===== src/design/tfpac_pkg.sv =====
// ----------------------------------------------------------------------------
// tfpac_pkg
// Shared types and constants of the tank fill, pump and alarm controller.
// ----------------------------------------------------------------------------
package tfpac_pkg;

  // stream widths
  localparam int unsigned IN_DATA_W  = 80;
  localparam int unsigned OUT_DATA_W = 16;
  localparam int unsigned CFG_IDX_W  = 3;
  localparam int unsigned CFG_DATA_W = 32;

  // tank level states
  localparam logic [1:0] MODE_LOW    = 2'd0;
  localparam logic [1:0] MODE_NORMAL = 2'd1;
  localparam logic [1:0] MODE_FULL   = 2'd2;

  // beeper toggle period
  localparam logic [31:0] BEEP_PERIOD_MS = 32'd500;

  // configuration register indexes
  localparam logic [CFG_IDX_W-1:0] REG_DRY_THRESHOLD   = 3'd0;
  localparam logic [CFG_IDX_W-1:0] REG_TANK_LOW_ENTER  = 3'd1;
  localparam logic [CFG_IDX_W-1:0] REG_TANK_LOW_EXIT   = 3'd2;
  localparam logic [CFG_IDX_W-1:0] REG_TANK_FULL_ENTER = 3'd3;
  localparam logic [CFG_IDX_W-1:0] REG_TANK_FULL_EXIT  = 3'd4;
  localparam logic [CFG_IDX_W-1:0] REG_FILL_TIMEOUT_MS = 3'd5;
  localparam logic [CFG_IDX_W-1:0] REG_DEBOUNCE_MS     = 3'd6;
  localparam logic [CFG_IDX_W-1:0] REG_LONG_PRESS_MS   = 3'd7;

  // configuration set
  typedef struct packed {
    logic [11:0] dry_threshold;
    logic [11:0] tank_low_enter;
    logic [11:0] tank_low_exit;
    logic [11:0] tank_full_enter;
    logic [11:0] tank_full_exit;
    logic [31:0] fill_timeout_ms;
    logic [15:0] debounce_ms;
    logic [15:0] long_press_ms;
  } cfg_t;

  // one control-loop sample
  typedef struct packed {
    logic        alarm_button_pressed;
    logic        button_b_pressed;
    logic        button_a_pressed;
    logic        sensor_ok;
    logic        rain;
    logic [11:0] tank_level;
    logic [11:0] soil_b;
    logic [11:0] soil_a;
    logic [31:0] now_ms;
  } item_t;

  // one result word
  typedef struct packed {
    logic       manual_b_on;
    logic       manual_a_on;
    logic [1:0] level_state;
    logic       fault_flag;
    logic       beeper_on;
    logic       valve_is_open;
    logic       pump_b_on;
    logic       pump_a_on;
  } res_t;

endpackage


===== src/design/tfpac_cfg.sv =====
// ----------------------------------------------------------------------------
// tfpac_cfg
// Configuration register file, written through a plain write port.
// ----------------------------------------------------------------------------
module tfpac_cfg (
  input  logic                                clk,
  input  logic                                rst_n,
  input  logic                                cfg_we,
  input  logic [tfpac_pkg::CFG_IDX_W-1:0]     cfg_index,
  input  logic [tfpac_pkg::CFG_DATA_W-1:0]    cfg_wdata,
  output tfpac_pkg::cfg_t                     cfg
);
  import tfpac_pkg::*;

  cfg_t cfg_r;
  cfg_t cfg_nxt;

  // register write decode
  always_comb begin
    cfg_nxt = cfg_r;
    if (cfg_we) begin
      case (cfg_index)
        REG_DRY_THRESHOLD:   cfg_nxt.dry_threshold   = cfg_wdata[11:0];
        REG_TANK_LOW_ENTER:  cfg_nxt.tank_low_enter  = cfg_wdata[11:0];
        REG_TANK_LOW_EXIT:   cfg_nxt.tank_low_exit   = cfg_wdata[11:0];
        REG_TANK_FULL_ENTER: cfg_nxt.tank_full_enter = cfg_wdata[11:0];
        REG_TANK_FULL_EXIT:  cfg_nxt.tank_full_exit  = cfg_wdata[11:0];
        REG_FILL_TIMEOUT_MS: cfg_nxt.fill_timeout_ms = cfg_wdata[31:0];
        REG_DEBOUNCE_MS:     cfg_nxt.debounce_ms     = cfg_wdata[15:0];
        REG_LONG_PRESS_MS:   cfg_nxt.long_press_ms   = cfg_wdata[15:0];
        default:             cfg_nxt = cfg_r;
      endcase
    end
  end

  // registers with reset defaults
  always_ff @(posedge clk) begin
    if (!rst_n) begin
      cfg_r.dry_threshold   <= 12'd2500;
      cfg_r.tank_low_enter  <= 12'd1000;
      cfg_r.tank_low_exit   <= 12'd1200;
      cfg_r.tank_full_enter <= 12'd3000;
      cfg_r.tank_full_exit  <= 12'd2800;
      cfg_r.fill_timeout_ms <= 32'd60000;
      cfg_r.debounce_ms     <= 16'd50;
      cfg_r.long_press_ms   <= 16'd2000;
    end else begin
      cfg_r <= cfg_nxt;
    end
  end

  assign cfg = cfg_r;

endmodule


===== src/design/tfpac_step.sv =====
// ----------------------------------------------------------------------------
// tfpac_step
// Controller state and the single-pass update logic for one sample.
// ----------------------------------------------------------------------------
module tfpac_step (
  input  logic               clk,
  input  logic               rst_n,
  input  tfpac_pkg::cfg_t    cfg,
  input  logic               step_en,
  input  tfpac_pkg::item_t   item,
  output tfpac_pkg::res_t    res
);
  import tfpac_pkg::*;

  // controller state
  logic [1:0]       mode_r,    mode_nxt;
  logic             valve_r,   valve_nxt;
  logic [31:0]      vstamp_r,  vstamp_nxt;
  logic             fault_r,   fault_nxt;
  logic [1:0]       manual_r,  manual_nxt;
  logic [2:0]       prev_r,    prev_nxt;
  logic [2:0][31:0] pstamp_r,  pstamp_nxt;
  logic [1:0]       handled_r, handled_nxt;
  logic             sil_r,     sil_nxt;
  logic             beep_r,    beep_nxt;
  logic [31:0]      bstamp_r,  bstamp_nxt;
  logic             psf_r,     psf_nxt;

  logic low;
  logic full;
  logic warning;
  logic pump_a;
  logic pump_b;
  logic [2:0] btn;

  assign btn = {item.alarm_button_pressed, item.button_b_pressed, item.button_a_pressed};

  // next-state logic for one sample
  always_comb begin
    logic        vstamp_now;
    logic [31:0] open_time;
    logic [31:0] held;
    logic [31:0] dur;
    logic [31:0] since_beep;
    logic        rise;
    logic        bstamp_now;

    mode_nxt    = mode_r;
    valve_nxt   = valve_r;
    vstamp_nxt  = vstamp_r;
    fault_nxt   = fault_r;
    manual_nxt  = manual_r;
    pstamp_nxt  = pstamp_r;
    handled_nxt = handled_r;
    sil_nxt     = sil_r;
    beep_nxt    = beep_r;
    bstamp_nxt  = bstamp_r;
    psf_nxt     = psf_r;
    prev_nxt    = btn;
    vstamp_now  = 1'b0;
    bstamp_now  = 1'b0;

    // level hysteresis
    case (mode_r)
      MODE_LOW: begin
        if (item.tank_level >= cfg.tank_full_enter) mode_nxt = MODE_FULL;
        else if (item.tank_level >= cfg.tank_low_exit) mode_nxt = MODE_NORMAL;
      end
      MODE_FULL: begin
        if (item.tank_level < cfg.tank_low_enter) mode_nxt = MODE_LOW;
        else if (item.tank_level < cfg.tank_full_exit) mode_nxt = MODE_NORMAL;
      end
      default: begin
        if (item.tank_level < cfg.tank_low_enter) mode_nxt = MODE_LOW;
        else if (item.tank_level >= cfg.tank_full_enter) mode_nxt = MODE_FULL;
        else mode_nxt = MODE_NORMAL;
      end
    endcase
    low  = (mode_nxt == MODE_LOW);
    full = (mode_nxt == MODE_FULL);

    // entering low clears fault and silence, opens the valve
    if (low && mode_r != MODE_LOW) begin
      sil_nxt   = 1'b0;
      fault_nxt = 1'b0;
      if (!valve_nxt) begin
        valve_nxt  = 1'b1;
        vstamp_now = 1'b1;
      end
    end
    if (low && !valve_nxt && !fault_nxt) begin
      valve_nxt  = 1'b1;
      vstamp_now = 1'b1;
    end
    if (full) begin
      valve_nxt = 1'b0;
      fault_nxt = 1'b0;
      sil_nxt   = 1'b0;
    end

    // fill timeout, a valve opened now has been open for zero ms
    open_time = vstamp_now ? 32'd0 : item.now_ms - vstamp_r;
    if (vstamp_now) vstamp_nxt = item.now_ms;
    if (valve_nxt && !full && !fault_nxt && open_time >= cfg.fill_timeout_ms) begin
      valve_nxt = 1'b0;
      fault_nxt = 1'b1;
      sil_nxt   = 1'b0;
    end

    // manual buttons with debounce
    for (int k = 0; k < 2; k++) begin
      rise = !prev_r[k] && btn[k];
      held = rise ? 32'd0 : item.now_ms - pstamp_r[k];
      if (rise) begin
        pstamp_nxt[k]  = item.now_ms;
        handled_nxt[k] = 1'b0;
      end
      if (btn[k] && !handled_nxt[k] && held >= {16'd0, cfg.debounce_ms}) begin
        manual_nxt[k]  = !manual_r[k];
        handled_nxt[k] = 1'b1;
      end
    end

    // alarm button, measured on release
    if (!prev_r[2] && btn[2]) pstamp_nxt[2] = item.now_ms;
    dur = item.now_ms - pstamp_r[2];
    if (prev_r[2] && !btn[2]) begin
      if (dur >= {16'd0, cfg.long_press_ms}) begin
        if (fault_nxt) begin
          fault_nxt = 1'b0;
          sil_nxt   = 1'b0;
          if (low && !valve_nxt) begin
            valve_nxt  = 1'b1;
            vstamp_nxt = item.now_ms;
          end
        end else if (low || !item.sensor_ok) begin
          sil_nxt = 1'b0;
        end
      end else if (dur >= {16'd0, cfg.debounce_ms}) begin
        if (fault_nxt || low || !item.sensor_ok) sil_nxt = 1'b1;
      end
    end

    // pump drive with interlock
    if (low || fault_nxt) begin
      pump_a = 1'b0;
      pump_b = 1'b0;
    end else begin
      pump_a = manual_nxt[0] || (!item.rain && item.soil_a >= cfg.dry_threshold);
      pump_b = manual_nxt[1] || (!item.rain && item.soil_b >= cfg.dry_threshold);
    end

    // beeper cadence
    warning = fault_nxt || low || !item.sensor_ok;
    if (!warning) begin
      beep_nxt = 1'b0;
      sil_nxt  = 1'b0;
    end else begin
      if (!item.sensor_ok && !psf_r) begin
        sil_nxt    = 1'b0;
        bstamp_now = 1'b1;
        bstamp_nxt = item.now_ms;
      end
      psf_nxt    = !item.sensor_ok;
      since_beep = bstamp_now ? 32'd0 : item.now_ms - bstamp_r;
      if (sil_nxt) begin
        beep_nxt = 1'b0;
      end else if (since_beep >= BEEP_PERIOD_MS) begin
        bstamp_nxt = item.now_ms;
        beep_nxt   = !beep_r;
      end
    end
  end

  // result fields
  always_comb begin
    res.pump_a_on     = pump_a;
    res.pump_b_on     = pump_b;
    res.valve_is_open = valve_nxt;
    res.beeper_on     = beep_nxt;
    res.fault_flag    = fault_nxt;
    res.level_state   = mode_nxt;
    res.manual_a_on   = manual_nxt[0];
    res.manual_b_on   = manual_nxt[1];
  end

  // state update, one sample per enabled cycle
  always_ff @(posedge clk) begin
    if (!rst_n) begin
      mode_r    <= MODE_NORMAL;
      valve_r   <= 1'b0;
      vstamp_r  <= 32'd0;
      fault_r   <= 1'b0;
      manual_r  <= 2'b00;
      prev_r    <= 3'b000;
      pstamp_r  <= '0;
      handled_r <= 2'b00;
      sil_r     <= 1'b0;
      beep_r    <= 1'b0;
      bstamp_r  <= 32'd0;
      psf_r     <= 1'b0;
    end else if (step_en) begin
      mode_r    <= mode_nxt;
      valve_r   <= valve_nxt;
      vstamp_r  <= vstamp_nxt;
      fault_r   <= fault_nxt;
      manual_r  <= manual_nxt;
      prev_r    <= prev_nxt;
      pstamp_r  <= pstamp_nxt;
      handled_r <= handled_nxt;
      sil_r     <= sil_nxt;
      beep_r    <= beep_nxt;
      bstamp_r  <= bstamp_nxt;
      psf_r     <= psf_nxt;
    end
  end

endmodule


===== src/design/tank_fill_pump_alarm_controller.sv =====
// ----------------------------------------------------------------------------
// tank_fill_pump_alarm_controller
// Tank level hysteresis, fill valve with timeout fault, debounced manual pump
// buttons, alarm silence and fault clear button, pump interlock and beeper.
//
//   channel  direction  handshake          payload
//   in_      slave      tvalid / tready    tdata: one control-loop sample
//   out_     master     tvalid / tready    tdata: one result word
//   cfg_     write      we                 index, wdata
//
// One result per sample, a new sample accepted every cycle unless the output
// stalls. Samples pass through an input register, then the update logic
// feeding the output register; the state loop closes through tfpac_step.
// A stalled output holds its word; the input register still takes one more
// sample while the output waits. Reset is synchronous, active low, and puts
// the tank state at normal and the config, state and valid registers at their defaults.
// ----------------------------------------------------------------------------
module tank_fill_pump_alarm_controller (
  input  logic                                 clk,
  input  logic                                 rst_n,
  // now_ms[31:0], soil_a[43:32], soil_b[55:44], tank_level[67:56], rain[68],
  // sensor_ok[69], button_a_pressed[70], button_b_pressed[71],
  // alarm_button_pressed[72], zero fill [79:73]
  input  logic [tfpac_pkg::IN_DATA_W-1:0]      in_tdata,
  input  logic                                 in_tvalid,
  output logic                                 in_tready,
  // pump_a_on[0], pump_b_on[1], valve_is_open[2], beeper_on[3], fault_flag[4],
  // level_state[6:5], manual_a_on[7], manual_b_on[8], zero fill [15:9]
  output logic [tfpac_pkg::OUT_DATA_W-1:0]     out_tdata,
  output logic                                 out_tvalid,
  input  logic                                 out_tready,
  input  logic                                 cfg_we,
  input  logic [tfpac_pkg::CFG_IDX_W-1:0]      cfg_index,
  input  logic [tfpac_pkg::CFG_DATA_W-1:0]     cfg_wdata
);
  import tfpac_pkg::*;

  localparam int unsigned ITEM_W = $bits(item_t);
  localparam int unsigned RES_W  = $bits(res_t);

  cfg_t  cfg;
  item_t in_item_r, in_item_nxt;
  logic  in_valid_r, in_valid_nxt;
  res_t  res;
  res_t  out_res_r, out_res_nxt;
  logic  out_valid_r, out_valid_nxt;
  logic  advance;

  // configuration registers
  tfpac_cfg u_cfg (
    .clk       (clk),
    .rst_n     (rst_n),
    .cfg_we    (cfg_we),
    .cfg_index (cfg_index),
    .cfg_wdata (cfg_wdata),
    .cfg       (cfg)
  );

  // update logic and controller state
  tfpac_step u_step (
    .clk     (clk),
    .rst_n   (rst_n),
    .cfg     (cfg),
    .step_en (advance),
    .item    (in_item_r),
    .res     (res)
  );

  // handshake between the two register stages
  assign advance   = in_valid_r && (!out_valid_r || out_tready);
  assign in_tready = !in_valid_r || advance;

  always_comb begin
    in_item_nxt   = in_item_r;
    in_valid_nxt  = in_valid_r;
    out_res_nxt   = out_res_r;
    out_valid_nxt = out_valid_r;
    if (out_valid_r && out_tready) out_valid_nxt = 1'b0;
    if (advance) begin
      out_res_nxt   = res;
      out_valid_nxt = 1'b1;
      in_valid_nxt  = 1'b0;
    end
    if (in_tvalid && in_tready) begin
      in_item_nxt  = item_t'(in_tdata[ITEM_W-1:0]);
      in_valid_nxt = 1'b1;
    end
  end

  // control registers
  always_ff @(posedge clk) begin
    if (!rst_n) begin
      in_valid_r  <= 1'b0;
      out_valid_r <= 1'b0;
    end else begin
      in_valid_r  <= in_valid_nxt;
      out_valid_r <= out_valid_nxt;
    end
  end

  // payload registers
  always_ff @(posedge clk) begin
    in_item_r <= in_item_nxt;
    out_res_r <= out_res_nxt;
  end

  assign out_tvalid = out_valid_r;
  assign out_tdata  = {{(OUT_DATA_W-RES_W){1'b0}}, out_res_r};

`ifndef ASSERT_OFF
  // pumps are interlocked off while low or faulted
  a_pump_interlock: assert property (@(posedge clk) disable iff (!rst_n)
    out_valid_r && (out_res_r.fault_flag || out_res_r.level_state == MODE_LOW)
      |-> !out_res_r.pump_a_on && !out_res_r.pump_b_on)
    else $error("pump driven while tank low or fill fault latched");

  // a latched fault or a full tank always closes the valve
  a_valve_closed: assert property (@(posedge clk) disable iff (!rst_n)
    out_valid_r && (out_res_r.fault_flag || out_res_r.level_state == MODE_FULL)
      |-> !out_res_r.valve_is_open)
    else $error("valve open with fault latched or tank full");

  // the tank state code stays within low, normal and full
  a_level_code: assert property (@(posedge clk) disable iff (!rst_n)
    out_valid_r |-> out_res_r.level_state != 2'd3)
    else $error("undefined tank state code");

  // a stalled output with a held sample blocks the input
  a_backpressure: assert property (@(posedge clk) disable iff (!rst_n)
    in_valid_r && out_valid_r && !out_tready |-> !in_tready && !advance)
    else $error("sample taken while both stages are stalled");
`endif

endmodule


===== config.mk =====
export PLATFORM = sky130hd
export DESIGN_NAME = tank_fill_pump_alarm_controller
export DESIGN_NICKNAME = d
export VERILOG_FILES = /design/src/design/tfpac_pkg.sv /design/src/design/tfpac_cfg.sv /design/src/design/tfpac_step.sv /design/src/design/tank_fill_pump_alarm_controller.sv
export SDC_FILE = /design/constraint.sdc
export NUM_CORES = 1
export LEC_CHECK = 0
export BUFFER_PORTS_ARGS = -buffer_cell sky130_fd_sc_hd__buf_2
export CORE_AREA = 2 2 206 259
export CTS_CLUSTER_DIAMETER = 60
export DETAILED_ROUTE_END_ITERATION = 8
export DIE_AREA = 0 0 208 261
export HOLD_SLACK_MARGIN = 0.06
export PLACE_DENSITY_LB_ADDON = 0.15
export SLEW_MARGIN = 40
export SYNTH_ARGS = -nofsm -noshare
export SYNTH_HDL_FRONTEND = slang
export SYNTH_SLANG_ARGS = --single-unit
export TNS_END_PERCENT = 20

===== constraint.sdc =====
create_clock -name clk -period 8.15 [get_ports clk]
set_input_delay 1.63 -clock clk [delete_from_list [all_inputs] [get_ports clk]]
set_output_delay 1.63 -clock clk [all_outputs]
set_load 0.005 [all_outputs]

# Word-level counts from Yosys, hierarchy flattened
# Cells that the tools add are included.
# word_totals
register_bits	382
input_bits	120
output_inout_bits	18
# op_classes
addsub	5
n_lt_le_gt_ge	12
eq_ne	9
muxes	62
reduce_logical	67
# ops
operator	n
$mux 32	12
$sub 32x32->32	5
$ge 32x16->1	4
$ge 12x12->1	4
$mux 1	43
$ge 32x32->1	1
$ge 32x9->1 const B	1
$lt 12x12->1	2
$reduce_and 2->1	12
$logic_and 1x1->1	21
$logic_not 1->1	19
$eq 3x3->1 const B	4
$mux 2	6
$logic_or 1x1->1	9
$eq 3x2->1 const B	2
$reduce_bool 2->1	3
$eq 2x2->1 const B	2
$logic_not 2->1	2
$pmux 2 s2	1
$eq 3x1->1 const B	1
$logic_not 3->1	1

# Longest topological paths before layout
# Gate-level depths: netlist of run 1.
# depth
depth_word	26
mapped_depth	31
ltp_nobuf	30

# Cells and area by module
# Synthesis of run 1 repeated with hierarchy kept, for this count alone.
# hier_totals
cells_unflattened	3341
area_unflattened_um2	27535.2
# by_module_without_submodules
module	n_inst	cells_per_inst	area_per_inst_um2
tfpac_step	1	2774	20101.8
tfpac_cfg	1	468	4810.9
tank_fill_pump_alarm_controller	1	99	2622.5

# Worst setup path after synthesis of run 1
# Ideal clock, no wire load.
# synth_timing
kind	reg2reg
from	reg in_item_r[0] (netlist bit)
to	reg u_step.bstamp_r[10]
arrival_ns	5.585
required_ns	8.078
path_slack_ns	2.493
stages_incl_launch_ff	31
n_path_buf	1
cell_sequence	edfxtp_1 -> inv_1 -> ha_1 -> inv_1 -> fa_1 -> a21o_1 -> a21oi_1 -> o21ba_2 -> o21ai_0 -> nor4b_1 -> o21ai_0 -> a311oi_1 -> o21ai_0 -> a21oi_1 -> o41ai_1 -> o21ai_0 -> xnor2_1 -> nor2_1 -> ha_1 -> nand4_1 -> a211o_1 -> o211ai_1 -> a21o_1 -> and2_1 -> a21boi_0 -> a211oi_1 -> o221ai_2 -> o41a_1 -> o221ai_4 -> buf_8 -> mux2i_1
# synth_via
elab_chain_cells	14
elab_cells_between_ends	29
cone_classes	add/sub: 3; order compare: 4; mux: 16; reduce/logical: 6
# synth_lines
item	line	rtl
from (decl)	tank_fill_pump_alarm_controller.sv:42	item_t in_item_r, in_item_nxt;
from (signal assigned)	tank_fill_pump_alarm_controller.sv:103	in_item_r <= in_item_nxt;
$sub 32x32->32	tfpac_step.sv:102	open_time = vstamp_now ? 32'd0 : item.now_ms - vstamp_r;
$mux 32	tfpac_step.sv:102	
$ge 32x32->1	tfpac_step.sv:104	if (valve_nxt && !full && !fault_nxt && open_time >= cfg.fill_timeout_ms) begin
$logic_and 1x1->1	tfpac_step.sv:104	
$mux 1	tfpac_step.sv:104	
$logic_or 1x1->1 (2 in series)	tfpac_step.sv:140	if (fault_nxt || low || !item.sensor_ok) sil_nxt = 1'b1;
$mux 1	tfpac_step.sv:140	
$mux 1	tfpac_step.sv:139	end else if (dur >= {16'd0, cfg.debounce_ms}) begin
$mux 1	tfpac_step.sv:128	if (dur >= {16'd0, cfg.long_press_ms}) begin
$mux 1	tfpac_step.sv:127	if (prev_r[2] && !btn[2]) begin
$mux 1	tfpac_step.sv:159	if (!item.sensor_ok && !psf_r) begin
$mux 1	tfpac_step.sv:155	if (!warning) begin
$mux 32	tfpac_step.sv:166	if (sil_nxt) begin
to (signal assigned)	tfpac_step.sv:213	bstamp_r <= bstamp_nxt;
to (decl)	tfpac_step.sv:26	logic [31:0] bstamp_r, bstamp_nxt;
# Several ways; a longest one is shown, not always the timed one. The select of a mux whose other input is x is not followed.
# A chain may end at the register's enable or synchronous reset.

# Worst setup path in the final report of run 1
# layout_timing
from	reg in_item_r[0] (netlist bit)
to	reg u_step.bstamp_r[24]
# The elaborated chain is that of the path after synthesis.

==> impl_table.tex, run 1 <==
\begin{tabular}{lr}
\hline
Metric & Value \\
\hline
\multicolumn{2}{l}{\textbf{Clock tree}} \\
Post-CTS setup buffers & 0 \\
Clock edge transition at the registers on the reported setup and hold paths & 0.06 ns \\
Hold buffer count at cts & 0 \\
Number of instances resized during post-cts repair & 0 \\
Clock Root Buffer & sky130\_fd\_sc\_hd\_\_clkbuf\_16 \\
Worst skew pair latency & 0.60 ns \\
Clock tree buffer depth & 3 \\
CTS Buf Count & 46 \\
Clock sink count & 382 \\
Clock tree from TritonCTS & built \\
H-tree level count & 2 \\
\multicolumn{2}{l}{\textbf{Pwr}} \\
Worst IR Drop VDD & 0.189 mV \\
Part of the power in registers & 36.9\% \\
P\_int & 3.88 mW \\
Power per standard cell area & 187 mW/mm2 \\
Switching Fraction & 31.3\% \\
Logic gate share of total power & 24.1\% \\
Clock group share of total power & 39.0\% \\
Total net switching power & 1.76 mW \\
Cell leakage power & 12.4 nW \\
\multicolumn{2}{l}{\textbf{GRT}} \\
Wire length of the first global-routing pass & 123 mm \\
Combined global-route utilization of all metal layers & 28.3\% \\
Via count of the first global-routing pass & 23200 \\
Antenna violations before repair & 0 \\
Aggregate global routing overflow & 0 \\
Maximum number of pins on one net before global-route repair & 184 \\
\multicolumn{2}{l}{\textbf{Timing}} \\
Least setup slack across all paths after layout & 0.731 ns \\
Total negative setup slack & 0 ns \\
Largest clock skew in the final design & 0.0209 ns \\
Worst slew margin relative to its limit & 42.1\% \\
Max-slew violations & 0 \\
Period utilisation layout & 91.0\% \\
Setup-failing EPs final & 0 \\
Max Fclk & 135 MHz \\
Fin Hold WS & 0.460 ns \\
Final min period & 7.42 ns \\
Worst-Margin Slew & 0.862 ns \\
Setup repair after global routing missed its margin & no \\
Final Hold Violating Endpoints & 0 \\
\multicolumn{2}{l}{\textbf{Yosys}} \\
Sequential element share of the synthesized area & 31.1\% \\
Area of the mapped netlist & 0.0272 mm2 \\
Count of flip-flops with a built-in enable after synthesis & 82 \\
Number of distinct library cells after synthesis & 95 \\
Post-synth top area cell & sky130\_fd\_sc\_hd\_\_dfxtp\_1 \\
Avg Inst Size Synth & 8.05 um2 \\
Top-area cell type share of the netlist area & 22.1\% \\
Async set-reset flop share out of synthesis & 0\% \\
Syn. warnings & 0 \\
Cell types with the largest area share after synthesis & sky130\_fd\_sc\_hd\_\_dfxtp\_1 22\%, sky130\_fd\_sc\_hd\_\_ha\_1 15\%, sky130\_fd\_sc\_hd\_\_edfxtp\_1 9.1\% \\
Gate count after technology mapping & 3379 \\
Most used flip-flop cell after synthesis & sky130\_fd\_sc\_hd\_\_dfxtp\_1 \\
Number of flip-flops and latches in the synthesized netlist & 382 \\
\multicolumn{2}{l}{\textbf{Detailed routing}} \\
Routed length per placed instance & 18.7 um \\
Wirelength, routed & 77.8 mm \\
Vias after detailed routing & 23800 \\
Number of nets with antenna violations after routing & 0 \\
Number of remaining DRC errors & 0 \\
DRC marker count from the first detailed-route iteration & 1362 \\
Length of the first detailed-routing pass in iterations & 5 \\
Via count normalized by instance count & 5.71 \\
\multicolumn{2}{l}{\textbf{Layout}} \\
Antenna diode count & 0 \\
Fraction of final layout cells with drive strength greater than 1 & 8.51\% \\
Number of nets at the end of the flow & 3900 \\
Layout fillers & 4764 \\
Area added between synthesis and finish & 10.7\% \\
Final instance area & 0.0301 mm2 \\
\multicolumn{2}{l}{\textbf{Placement}} \\
Post-detailed-placement half-perimeter wirelength & 59.6 mm \\
Number of input and output port buffers inserted & 123 \\
GP Congestion & 0.955 \\
Placement Setup Slack & 0.887 ns \\
Post-DP Area & 0.0285 mm2 \\
\multicolumn{2}{l}{\textbf{Die}} \\
Die area & 0.0543 mm2 \\
Floorplan die width & 208 um \\
Number of placement rows & 94 \\
Die Y & 261 um \\
Area of the core region & 0.0520 mm2 \\
Starting Density & 52.3\% \\
Ports & 138 \\
\multicolumn{2}{l}{\textbf{Critical path}} \\
Crit. End Element & flop \\
WP data arrival & 7.92 ns \\
Worst stage delay on the critical path & 0.51 ns \\
Slowest library cell on the worst path & sky130\_fd\_sc\_hd\_\_edfxtp\_1 \\
Most numerous cell on the critical path & sky130\_fd\_sc\_hd\_\_o21ai\_0 \\
Critical Path Start Type & flop \\
Endpoint required time on the critical path & 8.65 ns \\
Buffers plus inverters on the worst setup path & 3 \\
Classification of the worst setup path & reg2reg \\
Maximum net fanout on the critical path & 32 \\
Gate family responsible for the most delay along the worst path & compound AO/OA/AOI/OAI gates \\
\multicolumn{2}{l}{\textbf{Job}} \\
Max-cap violations & 0 \\
\multicolumn{2}{l}{\textbf{Status}} \\
Result of the run & completed \\
\multicolumn{2}{l}{\textbf{Hold path}} \\
Tightest Hold Check Type & reg2reg \\
\hline
\end{tabular}
area by class of cell:
type | count | area [um2] | share of cell area [%]
Multi-Input combinational cell | 2528 | 16900 | 56.3
Sequential cell | 382 | 8470 | 28.1
Clock buffer | 60 | 1330 | 4.41
Inverter | 327 | 1230 | 4.08
Timing Repair Buffer | 169 | 988 | 3.28
Tap cell | 672 | 841 | 2.79
Clock inverter | 26 | 314 | 1.04
power groups by stage:
stage / combinational, mW / sequential [mW] / clock, mW
2_1_floorplan: 0.973 / 2.11 / 0
3_3_place_gp: 1.31 / 2.12 / 0
3_5_place_dp: 1.34 / 2.12 / 0
4_1_cts: 1.35 / 2.08 / 2.25
5_1_grt: 1.52 / 2.09 / 2.32
6_report: 1.36 / 2.08 / 2.20
final timing paths:
check / endpoint / cells past startpoint / slack (ns) / from
worst max-delay path: u_step.bstamp_r[24] / 30 / 0.73 / in_item_r[0]
worst min-delay path: u_step.bstamp_r[13] / 2 / 0.46 / u_step.bstamp_r[13]
worst max register to register: u_step.bstamp_r[24] / 30 / 0.73 / in_item_r[0]
worst min register to register: u_step.bstamp_r[13] / 2 / 0.46 / u_step.bstamp_r[13]
through the flow:
stage | power, mW | cells | util (%)
6_report | 5.64 | 4164 | 57.9
5_1_grt | 5.92 | 4164 | 57.9
4_1_cts | 5.68 | 4164 | 57.9
3_5_place_dp | 3.46 | 4078 | 54.8
3_3_place_gp | 3.42 | 4077 | 54.7
2_1_floorplan | 3.08 | 3385 | -
synth_stat cells, types with 41 or more instances:
cell type and number:
sky130_fd_sc_hd__a21boi_0 188, sky130_fd_sc_hd__a21o_1 84, sky130_fd_sc_hd__a21oi_1 183, sky130_fd_sc_hd__clkbuf_1 114
sky130_fd_sc_hd__dfxtp_1 300, sky130_fd_sc_hd__edfxtp_1 82, sky130_fd_sc_hd__ha_1 321, sky130_fd_sc_hd__inv_1 326
sky130_fd_sc_hd__mux2i_1 78, sky130_fd_sc_hd__nand2_1 656, sky130_fd_sc_hd__nand2b_1 43, sky130_fd_sc_hd__nand3_1 49
sky130_fd_sc_hd__nor2_1 168, sky130_fd_sc_hd__nor3_1 49, sky130_fd_sc_hd__o211ai_1 64, sky130_fd_sc_hd__o21ai_0 108
sky130_fd_sc_hd__xnor2_1 60, sky130_fd_sc_hd__xor2_1 41
kinds of logic after synthesis:
family / count (synthesis) / share of synthesized area (%)
AO/OA/AOI/OAI: 860 / 21.7
flip-flops: 382 / 31.1
other: 1 / 0.0138
multiplexers: 80 / 2.97
buffers and inverters: 475 / 6.89
AND/OR/NAND/NOR: 1154 / 18.9
XOR/XNOR: 101 / 3.25
adder cells (fa/ha/maj): 326 / 15.1
cells in the final DEF, fill, tap and decap left out, types with 12 or more instances in the layout:
cell type / Yosys / layout
sky130_fd_sc_hd__a21oi_1: 183 / 183
sky130_fd_sc_hd__a31oi_1: 25 / 25
sky130_fd_sc_hd__and2_1: 14 / 13
sky130_fd_sc_hd__o21bai_1: 18 / 18
sky130_fd_sc_hd__nor3_1: 49 / 46
sky130_fd_sc_hd__xnor2_1: 60 / 60
sky130_fd_sc_hd__nor2_1: 168 / 167
sky130_fd_sc_hd__inv_1: 326 / 326
sky130_fd_sc_hd__o22ai_1: 15 / 15
sky130_fd_sc_hd__a21o_1: 84 / 84
sky130_fd_sc_hd__nand2_1: 656 / 656
sky130_fd_sc_hd__nand4_1: 32 / 32
sky130_fd_sc_hd__xor2_1: 41 / 41
sky130_fd_sc_hd__a211oi_1: 35 / 34
sky130_fd_sc_hd__nand3_1: 49 / 48
sky130_fd_sc_hd__nand2b_1: 43 / 43
sky130_fd_sc_hd__o21a_1: 25 / 25
sky130_fd_sc_hd__o21ai_0: 108 / 108
sky130_fd_sc_hd__nor4_1: 17 / 16
sky130_fd_sc_hd__clkbuf_16: 0 / 50
sky130_fd_sc_hd__dfxtp_1: 300 / 300
sky130_fd_sc_hd__o211ai_1: 64 / 64
sky130_fd_sc_hd__mux2i_1: 78 / 78
sky130_fd_sc_hd__buf_4: 10 / 44
sky130_fd_sc_hd__a21boi_0: 188 / 188
sky130_fd_sc_hd__edfxtp_1: 82 / 82
sky130_fd_sc_hd__and3_1: 22 / 22
sky130_fd_sc_hd__nor2b_1: 36 / 35
sky130_fd_sc_hd__ha_1: 321 / 321
sky130_fd_sc_hd__buf_2: 4 / 122
sky130_fd_sc_hd__or2_2: 12 / 12
flip-flops by register name, indices dropped and copies added, names as in the netlist:
register and cells:
u_step.fault_r 1, u_step.psf_r 1, u_step.bstamp_r 32, in_valid_r 1, u_step.vstamp_r 32, u_step.sil_r 1
out_tdata 9, in_item_r 73, u_cfg.cfg 124, u_step.valve_r 1, out_tvalid 1, u_step.beep_r 1
u_step.pstamp_r 96, u_step.handled_r 2, u_step.manual_r 2, u_step.prev_r 3, u_step.mode_r 2
worst reg2reg max path: cells and delay by family (launching register included):
family | cells | cell delay [ns]
adders and majority gates | 3 | 0.86
DFF | 1 | 0.51
AOI/OAI and AO/OA | 18 | 4.13
and+or+nand+nor | 4 | 0.65
muxes | 1 | 0.30
buffers and inverters | 3 | 0.70
xor gates and xnor gates | 1 | 0.21
layer usage:
layer | GRT usage [%] | vias to the layer above | routed length (um)
met4 | 17.0 | 0 | 5060
li1 | - | 11900 | -
met1 | 33.0 | 11100 | 32500
met2 | 50.1 | 571 | 37200
met5 | 0 | - | 0
met3 | 3.29 | 189 | 3040
Note: power is estimated with default switching activity, not from simulation.
==> run 2: changes to the inputs <==
--- a/config.mk
+++ b/config.mk
@@ -12,6 +12,7 @@
 export DIE_AREA = 0 0 208 261
 export HOLD_SLACK_MARGIN = 0.06
 export PLACE_DENSITY_LB_ADDON = 0.15
+export RECOVER_POWER = 25
 export SLEW_MARGIN = 40
 export SYNTH_ARGS = -nofsm -noshare
 export SYNTH_HDL_FRONTEND = slang
==> run 2 against run 1 <==
The flow now finishes with violations (max-capacitance violations, max-slew violations). Global-route usage unchanged. Worst setup slack got worse by 0.0060 ns. Maximum frequency barely moved. Sequential share of layout area is essentially flat. First-iteration DRC count rose by 2.8%. Cell count is the same. Register-to-register slack barely moved. Combinational power about the same. Non-clock buffer count unchanged. Clock power is essentially flat. Total power is 0.12% higher. Critical path depth is the same.
==> impl_table.tex, run 2 (synthesis results as in run 1) <==
\begin{tabular}{lr}
\hline
Metric & Value \\
\hline
\multicolumn{2}{l}{\textbf{Status}} \\
Result of the run & finished with violations \\
Failing checks & max-capacitance violations, max-slew violations \\
\multicolumn{2}{l}{\textbf{Critical path}} \\
Worst reg2reg path endpoint & u\_step.bstamp\_r[24] \\
Most numerous cell on the critical path & sky130\_fd\_sc\_hd\_\_o21ai\_0 \\
Minimum setup slack among reg-to-reg paths & 0.72 ns (about the same) \\
Crit. End Element & flop \\
WP data arrival & 7.93 ns (about the same) \\
Maximum net fanout on the critical path & 32 (unchanged) \\
Classification of the worst setup path & reg2reg \\
Worst flop-to-flop path startpoint & in\_item\_r[0] \\
Slowest library cell on the worst path & sky130\_fd\_sc\_hd\_\_edfxtp\_1 \\
Critical Path Start Type & flop \\
Endpoint required time on the critical path & 8.66 ns (about the same) \\
Worst R2R Path Depth & 30 (unchanged) \\
Worst stage delay on the critical path & 0.52 ns (about the same) \\
\multicolumn{2}{l}{\textbf{Detailed routing}} \\
DRC marker count from the first detailed-route iteration & 1400 (+2.8\%) \\
Wirelength, routed & 77.9 mm (about the same) \\
Number of nets with antenna violations after routing & 0 (unchanged) \\
Vias after detailed routing & 23800 (+0.17\%) \\
Routed length per placed instance & 18.7 um (about the same) \\
Length of the first detailed-routing pass in iterations & 7 (+2) \\
Number of remaining DRC errors & 0 (unchanged) \\
Via count normalized by instance count & 5.72 (+0.17\%) \\
\multicolumn{2}{l}{\textbf{Timing}} \\
Total negative setup slack & 0 ns (unchanged) \\
Worst-Margin Slew & 5.97 ns (+5.11 ns) \\
Largest clock skew in the final design & 0.0185 ns (-0.00241 ns) \\
Least setup slack across all paths after layout & 0.725 ns (-0.00597 ns) \\
Worst slew margin relative to its limit & -298\% (-340 points) \\
Max Fclk & 135 MHz (about the same) \\
Period utilisation layout & 91.1\% (about the same) \\
Final Hold Violating Endpoints & 0 (unchanged) \\
Setup-failing EPs final & 0 (unchanged) \\
Final min period & 7.43 ns (+0.00597 ns) \\
Fin Hold WS & 0.460 ns (-0.000257 ns) \\
Setup repair after global routing missed its margin & no \\
Max-slew violations & 258 (+258) \\
\multicolumn{2}{l}{\textbf{Placement}} \\
Placement Setup Slack & 0.887 ns (unchanged) \\
Count of placed standard cells including taps & 4078 (unchanged) \\
Number of input and output port buffers inserted & 123 (unchanged) \\
GP Congestion & 0.955 (unchanged) \\
Post-detailed-placement half-perimeter wirelength & 59.6 mm (unchanged) \\
\multicolumn{2}{l}{\textbf{GRT}} \\
Wire length of the first global-routing pass & 123 mm (unchanged) \\
Antenna violations before repair & 0 (unchanged) \\
Combined global-route utilization of all metal layers & 28.3\% (unchanged) \\
Aggregate global routing overflow & 0 (unchanged) \\
Maximum number of pins on one net before global-route repair & 184 (unchanged) \\
Via count of the first global-routing pass & 23200 (unchanged) \\
\multicolumn{2}{l}{\textbf{Hold path}} \\
Number of cells traversed by the worst hold path & 2 (unchanged) \\
Worst min-delay path startpoint & u\_step.bstamp\_r[13] \\
Hold worst-path end & u\_step.bstamp\_r[13] \\
Tightest Hold Check Type & reg2reg \\
\multicolumn{2}{l}{\textbf{Die}} \\
Number of placement rows & 94 (unchanged) \\
Area of the core region & 0.0520 mm2 (unchanged) \\
Starting Density & 52.3\% (unchanged) \\
Ports & 138 (unchanged) \\
Die Y & 261 um (unchanged) \\
Floorplan die width & 208 um (unchanged) \\
Die area & 0.0543 mm2 (unchanged) \\
\multicolumn{2}{l}{\textbf{Pwr}} \\
Worst IR Drop VDD & 0.190 mV (+0.17\%) \\
Power per standard cell area & 188 mW/mm2 (+0.21\%) \\
Cell leakage power & 12.4 nW (-0.18\%) \\
\multicolumn{2}{l}{\textbf{Clock tree}} \\
Clock tree buffer depth & 3 (unchanged) \\
H-tree level count & 2 (unchanged) \\
Clock sink count & 382 (unchanged) \\
Clock Root Buffer & sky130\_fd\_sc\_hd\_\_clkbuf\_16 \\
Hold buffer count at cts & 0 (unchanged) \\
CTS Buf Count & 46 (unchanged) \\
Number of instances resized during post-cts repair & 0 (unchanged) \\
Worst skew pair latency & 0.60 ns (about the same) \\
Clock edge transition at the registers on the reported setup and hold paths & 0.06 ns (about the same) \\
Clock tree from TritonCTS & built \\
Post-CTS setup buffers & 0 (unchanged) \\
\multicolumn{2}{l}{\textbf{Layout}} \\
Commonest cells after routing, fill and taps aside & 656 x sky130\_fd\_sc\_hd\_\_nand2\_1, 326 x sky130\_fd\_sc\_hd\_\_inv\_1, 321 x sky130\_fd\_sc\_hd\_\_ha\_1 \\
Area added between synthesis and finish & 10.6\% (about the same) \\
Antenna diode count & 0 (unchanged) \\
Flip-flop count of the largest register, all copies and words added & 124 (unchanged) \\
Fraction of final layout cells with drive strength greater than 1 & 8.28\% (-0.23 points) \\
Count of placed standard cells in the final layout, fillers left out & 4164 (unchanged) \\
Most common library cell in the layout ignoring fill and taps & sky130\_fd\_sc\_hd\_\_nand2\_1 \\
Number of nets at the end of the flow & 3900 (unchanged) \\
\multicolumn{2}{l}{\textbf{Job}} \\
Max-cap violations & 2 (+2) \\
\hline
\end{tabular}
-- run 2: changes by cell type in the layout (fill, tap and decap cells not counted), sizes merged --
cell | before | now
buf | 168 | 161
clkbuf | 61 | 67
dlymetal6s2s | 0 | 1
-- run 2: per-layer routing --
metal / vias to the layer above / routed length [um] / GRT usage, %
li1: 11900 / - / -
met1: 11200 / 32500 / 33.0
met2: 572 / 37300 / 50.1
met3: 184 / 3000 / 3.29
met4: 0 / 5060 / 17.0
met5: - / 0 / 0
-- run 2: worst max-delay path: cells and delay by family (launching register included) --
family / cells / cell delay (ns)
compound gates: 18 / 4.11
fa+ha+maj: 3 / 0.86
buf+inv: 3 / 0.70
simple gates: 4 / 0.64
flops: 1 / 0.52
mux: 1 / 0.26
xor+xnor: 1 / 0.21
-- run 2: power by group --
| group | leakage [nW] | switching, mW | internal (mW) | total, mW |
|---|---|---|---|---|
| clock network | 0.782 | 0.879 | 1.32 | 2.20 |
| registers | 3.24 | 0.0610 | 2.02 | 2.08 |
| logic | 8.37 | 0.822 | 0.542 | 1.36 |
-- run 2: final cells by class --
type | count | area [um2]
timing repair buffer | 169 | 961
clock inverter | 26 | 314
multi-input combinational | 2528 | 16900
sequential | 382 | 8470
clock buffer | 60 | 1330
inverter | 327 | 1230
tap | 672 | 841
fill | 4770 | 21900
-- run 2: worst max-delay path by stage --
stage	start	to	slack (ns)	cells after the start
after floorplan	in_item_r[0]	u_step.bstamp_r[10]	2.49	30
after global placement	in_item_r[0]	u_step.bstamp_r[23]	1.11	30
after detailed placement	in_item_r[0]	u_step.bstamp_r[24]	0.89	30
after CTS	in_item_r[0]	u_step.bstamp_r[24]	0.83	30
after global routing	in_item_r[0]	u_step.bstamp_r[9]	0.31	30
final	in_item_r[0]	u_step.bstamp_r[24]	0.72	30
-- run 2: metrics by stage --
stage	instance area, um2	util (%)	total power [mW]
2_1_floorplan	27200	-	3.08
3_3_place_gp	28400	54.7	3.42
3_5_place_dp	28500	54.8	3.46
4_1_cts	30100	57.9	5.68
5_1_grt	30100	57.9	5.93
6_report	30100	57.9	5.65
